--- src/hw/rtl/cinv_pkg.sv ---
`timescale 1ns / 1ps
`default_nettype none
// ----------------------------------------------------------------------------
// Circle inversion package
// Word widths, pipeline depths and the structs passed between the stages.
// ----------------------------------------------------------------------------
package cinv_pkg;

    localparam int WORD_BITS = 32;
    localparam int RAD_BITS  = WORD_BITS - 1;
    localparam int MAG_BITS  = WORD_BITS + 1;
    localparam int SQ_BITS   = 2 * MAG_BITS;
    localparam int RSQ_BITS  = 2 * RAD_BITS;
    localparam int HALF_BITS = RAD_BITS;
    localparam int NUM_BITS  = RSQ_BITS + MAG_BITS;
    localparam int N_BITS    = NUM_BITS + 2;
    localparam int D_BITS    = SQ_BITS + 1;
    localparam int Q_BITS    = MAG_BITS;
    localparam int DIV_LAT   = Q_BITS + 2;
    localparam int FRONT_LAT = 4;
    localparam int BACK_LAT  = 3;
    localparam int PIPE_LAT  = FRONT_LAT + DIV_LAT + BACK_LAT;

    typedef struct packed {
        logic [WORD_BITS-1:0] cx;
        logic [WORD_BITS-1:0] cy;
        logic [WORD_BITS-1:0] ox;
        logic [WORD_BITS-1:0] oy;
        logic [RSQ_BITS-1:0]  r1sq;
        logic                 far;
        logic                 degen;
        logic                 neg_x;
        logic                 neg_y;
    } t_side;

    typedef struct packed {
        t_side                side;
        logic [NUM_BITS-1:0]  num_x;
        logic [NUM_BITS-1:0]  num_y;
        logic [NUM_BITS-1:0]  num_r;
        logic [SQ_BITS-1:0]   den;
    } t_front;

    typedef struct packed {
        logic [WORD_BITS-1:0] x;
        logic [WORD_BITS-1:0] y;
        logic [RAD_BITS-1:0]  r;
        logic                 keep;
        logic                 degen;
        logic                 sat;
    } t_result;

endpackage
`default_nettype wire

--- src/hw/rtl/cinv_obuf.sv ---
`timescale 1ns / 1ps
`default_nettype none
// ----------------------------------------------------------------------------
// Circle inversion output buffer
// Two-entry queue that decouples the pipeline from the result handshake.
// ----------------------------------------------------------------------------
module cinv_obuf (
    input  logic                 i_clk,
    input  logic                 i_rst_n,
    input  logic                 i_push,
    input  cinv_pkg::t_result    i_data,
    input  logic                 i_ready,
    output logic                 o_valid,
    output cinv_pkg::t_result    o_data,
    output logic                 o_full
);

    cinv_pkg::t_result r_mem [0:1];
    logic       r_wp, r_rp;
    logic [1:0] r_cnt;
    logic       n_pop;

    assign o_valid = r_cnt != 2'd0;
    assign o_full  = r_cnt == 2'd2;
    assign o_data  = r_mem[r_rp];
    assign n_pop   = o_valid & i_ready;

    always_ff @(posedge i_clk) begin
        if (!i_rst_n) begin
            r_wp  <= 1'b0;
            r_rp  <= 1'b0;
            r_cnt <= 2'd0;
        end else begin
            if (i_push) begin
                r_wp <= ~r_wp;
            end
            if (n_pop) begin
                r_rp <= ~r_rp;
            end
            r_cnt <= r_cnt + {1'b0, i_push} - {1'b0, n_pop};
        end
    end

    always_ff @(posedge i_clk) begin
        if (i_push) begin
            r_mem[r_wp] <= i_data;
        end
    end

    ap_cnt_range: assert property (@(posedge i_clk) disable iff (!i_rst_n)
        r_cnt != 2'd3)
        else $error("output buffer count out of range");

    ap_no_push_full: assert property (@(posedge i_clk) disable iff (!i_rst_n)
        (r_cnt == 2'd2) |-> !i_push)
        else $error("item pushed into a full output buffer");

endmodule
`default_nettype wire

--- config.mk ---
export PLATFORM = sky130hd
export DESIGN_NAME = cinv_obuf
export DESIGN_NICKNAME = d
export VERILOG_FILES = /design/src/hw/rtl/cinv_pkg.sv /design/src/hw/rtl/cinv_obuf.sv
export SDC_FILE = /design/constraint.sdc
export NUM_CORES = 1
export LEC_CHECK = 0
export BUFFER_PORTS_ARGS = -buffer_cell sky130_fd_sc_hd__buf_2
export CORE_ASPECT_RATIO = 0.75
export CORE_MARGIN = 1.5
export CORE_UTILIZATION = 50
export DETAILED_ROUTE_END_ITERATION = 10
export PLACE_DENSITY_LB_ADDON = 0.1
export REMOVE_ABC_BUFFERS = 1
export SLEW_MARGIN = 40
export SYNTH_ARGS = -nofsm -noshare
export SYNTH_HDL_FRONTEND = slang
export SYNTH_SLANG_ARGS = --single-unit
--- constraint.sdc ---
create_clock -name i_clk -period 14.8 [get_ports i_clk]
set_clock_uncertainty 0.2 [all_clocks]
set_input_delay 2.96 -clock i_clk [delete_from_list [all_inputs] [get_ports i_clk]]
set_output_delay 2.96 -clock i_clk [all_outputs]
set_load 0.01 [all_outputs]
Word level (Yosys, flattened, before mapping)
Memory sizes are Yosys's and may differ from the RTL's. A register that Yosys moved wholly into a read port is not among the register bits.
Cells that the tools add are included.
- register bits: 4
- latch bits: 0
- RAM bits: 196
- memory bits (read-only): 0
- input bits: 102
- output and inout bits: 100
- word-level logic and storage cells: 15
- memories: 1
- memories (name ; words ; width ; rd ports ; clocked after Yosys merged registers in ; write ports ; RTL line ; source):
    r_mem ; 2 ; 98 ; 1 ; 1 ; 1 ; cinv_obuf.sv:18 ; cinv_pkg::t_result r_mem [0:1];
- add/sub/neg operators: 2
- $mul: 0
- div/mod/pow operators: 0
- magnitude comparators: 0
- equality and inequality tests: 1
- shift operators: 0
- muxes and demuxes: 4
- bitwise operators: 3
- reduce and logical (&&, ||, !) cells: 1
- operators by type and width (operator ; number):
    2-to-1 mux 1 bit ; 4
    adder 2 x 1 -> 2 bit ; 1
    equality test 2 bit (second input constant) ; 1
    NOT 1 bit ; 2
    nonzero test 2 bit ; 1
    subtractor 2 x 1 -> 2 bit ; 1
    AND 1 bit ; 1

Logic depth before layout (Yosys ltp)
- depth in word-level cells: 4
- depth in mapped cells: 6

Worst setup path after synthesis
OpenSTA, ideal clock, no wires.
- path kind: input-to-reg
- start point: input i_push
- end point: memory r_mem[0][0] (netlist bit), enable pin
- setup time: 568 ps
- data arrival time: 7258 ps
- data required time: 14032 ps
- slack: 6775 ps
- cell stages on the path: 1
- path buffers: 0
- cell sequence: nor2b_1
- longest elaborated chain between the ends: 2
- RTL lines (element ; RTL line ; source):
    from (decl) ; cinv_obuf.sv:10 ; input logic i_push,
    2-to-1 mux 1 bit ; cinv_obuf.sv:45 ; if (i_push) begin
    2-to-1 mux 1 bit (not written as such) ; cinv_obuf.sv:46 ; r_mem[r_wp] <= i_data;
    to (decl) ; cinv_obuf.sv:18 ;
Every way passes these cells.

==> impl_metrics.json <==
{
  "core-area_um2": 14450,
  "numCtsBuffers": 20,
  "routed_wirelength_um": 13130,
  "layout-drive-gt1-share": 0.5967,
  "synth_area_leader_cell": "edfxtp_1",
  "setup_violations": 0,
  "start_util": 0.5112,
  "startpoint_type": "flip-flop",
  "die_h_um": 108.3,
  "first_global_vias": 3844,
  "cts_setup_buffers": 0,
  "synthDistinctLibCells": 16,
  "avgRoutedWirePerCell_um": 17.44,
  "h-tree-depth": 1,
  "place_area_um2": 8612,
  "grt_use_met2": 0.2579,
  "synth_ff_type": "edfxtp_1",
  "ys_async_sr_fraction": 0,
  "busiest_layer": "met2",
  "globalRoute.totalOverflow": 0,
  "power_leakage_nw": 3.491,
  "synth_area_per_cell_um2": 22.53,
  "antenna_left": 0,
  "fmax_mhz": 173.9,
  "ir_drop_v": 0.00008931,
  "design_area_um2": 9203,
  "maxCapViolations": 0,
  "grt_pass1_wl_um": 19460,
  "fin_hold_ws_ps": 294.2,
  "syn_inst": 328,
  "drcViolationCount": 0,
  "synth_edf_count": 196,
  "cts_root_buffer": "clkbuf_16",
  "cp-end-kind": "output port",
  "globalplace.congestion": 0.7296,
  "ys_ff_latch": 201,
  "insertion_delay_ps": 470,
  "p_total_mw": 1.397,
  "io_buffers": 201,
  "tns_ps": 0,
  "core.rowCount": 38,
  "use_met1": 0.2268,
  "grt_start_max_net_pins": 64,
  "synth_common_cells": "edfxtp_1, mux2_2, mux2_4, buf_2, dfxtp_1",
  "hold_buffers": 0,
  "finalCritPeriodShare": 0.3886,
  "layoutNonFillerInstCount": 753,
  "fillers": 1060,
  "yosysWarnings": 0,
  "hp-class": "flip-flop to flip-flop",
  "pin_count": 202,
  "hold_violations": 0,
  "synth.most_common_cell": "edfxtp_1",
  "final_max_slew_viol_count": 0,
  "setup_ws_ps": 9049,
  "final_util": 0.6367,
  "synth_area_um2": 7388,
  "dp_slack_ps": 9500,
  "power_density_nw_per_um2": 151.8,
  "cts_tree": "yes",
  "die_area_um2": 15520,
  "cts.path.max_buffers": 3,
  "slew_headroom": 0.5044,
  "dp_cells": 722,
  "grtUsageTotal": 0.1664,
  "slowest_delay_ps": 780,
  "diodes": 0,
  "antenna_found_initial": 2,
  "first_pass_iters": 4,
  "syn2layout_area_growth_pct": 24.56,
  "crit_chain": "buf_4 > mux2_2 > buf_2",
  "die_width_um": 143.4,
  "critPathMaxFanout": 55,
  "layout_min_cycle_time_ps": 5751,
  "cp.required_ps": 11640,
  "via_per_inst": 4.930,
  "final_nets": 648,
  "yosysSeqAreaShare": 0.8102,
  "post_cts_resized": 0,
  "crit_type": "flip-flop to output port",
  "vias": 3712,
  "status": "finished, final reports clean",
  "path_clk_slew_ps": 60,
  "initialDrtViolationCount": 201,
  "synthTopCellsByArea": "edfxtp_1, mux2_2, mux2_4, dfxtp_1, buf_6",
  "tightest_slew_ps": 743.5,
  "cts_sinks": 201,
  "cp_data_arrival_time_ps": 2590,
  "use_met3": 0.05093,
  "place_hpwl_um": 8495,
  "slowest_stage": "dfxtp_4",
  "synth_top_area_share": 0.7966,
  "rsz0062_at_grt": "no"
}
[final cells by class]
type / count / area, um2 / share of cell area
Clock inverter: 8 / 57.56 / 0.006254
Multi-Input combinational cell: 114 / 1325 / 0.1440
Timing Repair Buffer: 205 / 1040 / 0.1130
Clock buffer: 23 / 533.0 / 0.05792
Sequential cell: 201 / 5989 / 0.6508
Tap cell: 200 / 250.2 / 0.02719
Inverter: 2 / 7.507 / 0.0008158
[placed cells by master (no fill, tap or decap)]
| master | netlist | routed |
|---|---|---|
| buf_2 | 7 | 201 |
| edfxtp_1 | 196 | 196 |
| mux2_2 | 78 | 78 |
| clkbuf_16 | 0 | 21 |
| mux2_4 | 20 | 20 |
| clkinv_1 | 0 | 6 |
| dfxtp_1 | 5 | 4 |
| nor2b_1 | 4 | 3 |
| buf_4 | 0 | 3 |
| o21a_1 | 2 | 2 |
| inv_1 | 2 | 2 |
| mux2i_1 | 2 | 2 |
| ha_1 | 2 | 2 |
| clkbuf_1 | 0 | 2 |
| and2_4 | 0 | 1 |
| nand2_1 | 1 | 1 |
| nand2b_1 | 1 | 1 |
| nor2b_4 | 0 | 1 |
| or2_2 | 1 | 1 |
| and2_1 | 2 | 1 |
| xnor3_1 | 1 | 1 |
| dfxtp_4 | 0 | 1 |
| clkinv_2 | 0 | 1 |
| bufinv_16 | 0 | 1 |
| buf_6 | 4 | 1 |
[power by group]
group          total (mW)  internal, mW  leakage (nW)  switching [mW]
Combinational       0.249         0.134          1.32           0.115
Clock               0.462         0.271         0.289           0.191
Sequential          0.686         0.662          1.88          0.0249
[kinds of logic (layout without fill, tap and decap cells)]
group                      count (synthesis)  in the layout  share of synthesized area
muxes                                    100            100                     0.1622
AOI/OAI and AO/OA                          2              2                   0.002032
xor gates and xnor gates                   1              1                   0.003048
buffers and inverters                     13            238                    0.01185
adders and majority gates                  2              2                   0.003386
and+or+nand+nor                            9              9                   0.007282
DFF                                      201            201                     0.8102
[worst paths after layout]
path / startpoint / endpoint / slack (ps) / depth (start not counted)
max: flip-flop / o_data[0] / 9050 / 3
min: r_rp$_SDFFE_PN0P_ / r_rp$_SDFFE_PN0P_ / 290 / 2
max reg2reg: r_wp$_SDFFE_PN0P_ / r_mem[1][90]$_DFFE_PP_ / 12710 / 2
min reg2reg: r_rp$_SDFFE_PN0P_ / r_rp$_SDFFE_PN0P_ / 290 / 2
[critical path: cells and delay by family (launching register included)]
family / cells / cell delay, ps
buffers and inverters: 2 / 860
flip-flops: 1 / 780
multiplexers: 1 / 440
[routing by layer]
| metal | routed length [um] | vias to the layer above |
|---|---|---|
| li1 | - | 1728 |
| met1 | 5792 | 1812 |
| met2 | 5996 | 145 |
| met3 | 1060 | 25 |
| met4 | 267 | 2 |
| met5 | 12 | - |
[registers in the layout, indices dropped and copies added, names as in the netlist, named ones only]
| register | cells |
|---|---|
| r_mem | 196 |
| r_cnt | 2 |
| r_rp | 1 |
| r_wp | 1 |
No activity file was read; power rests on OpenSTA's default activity.
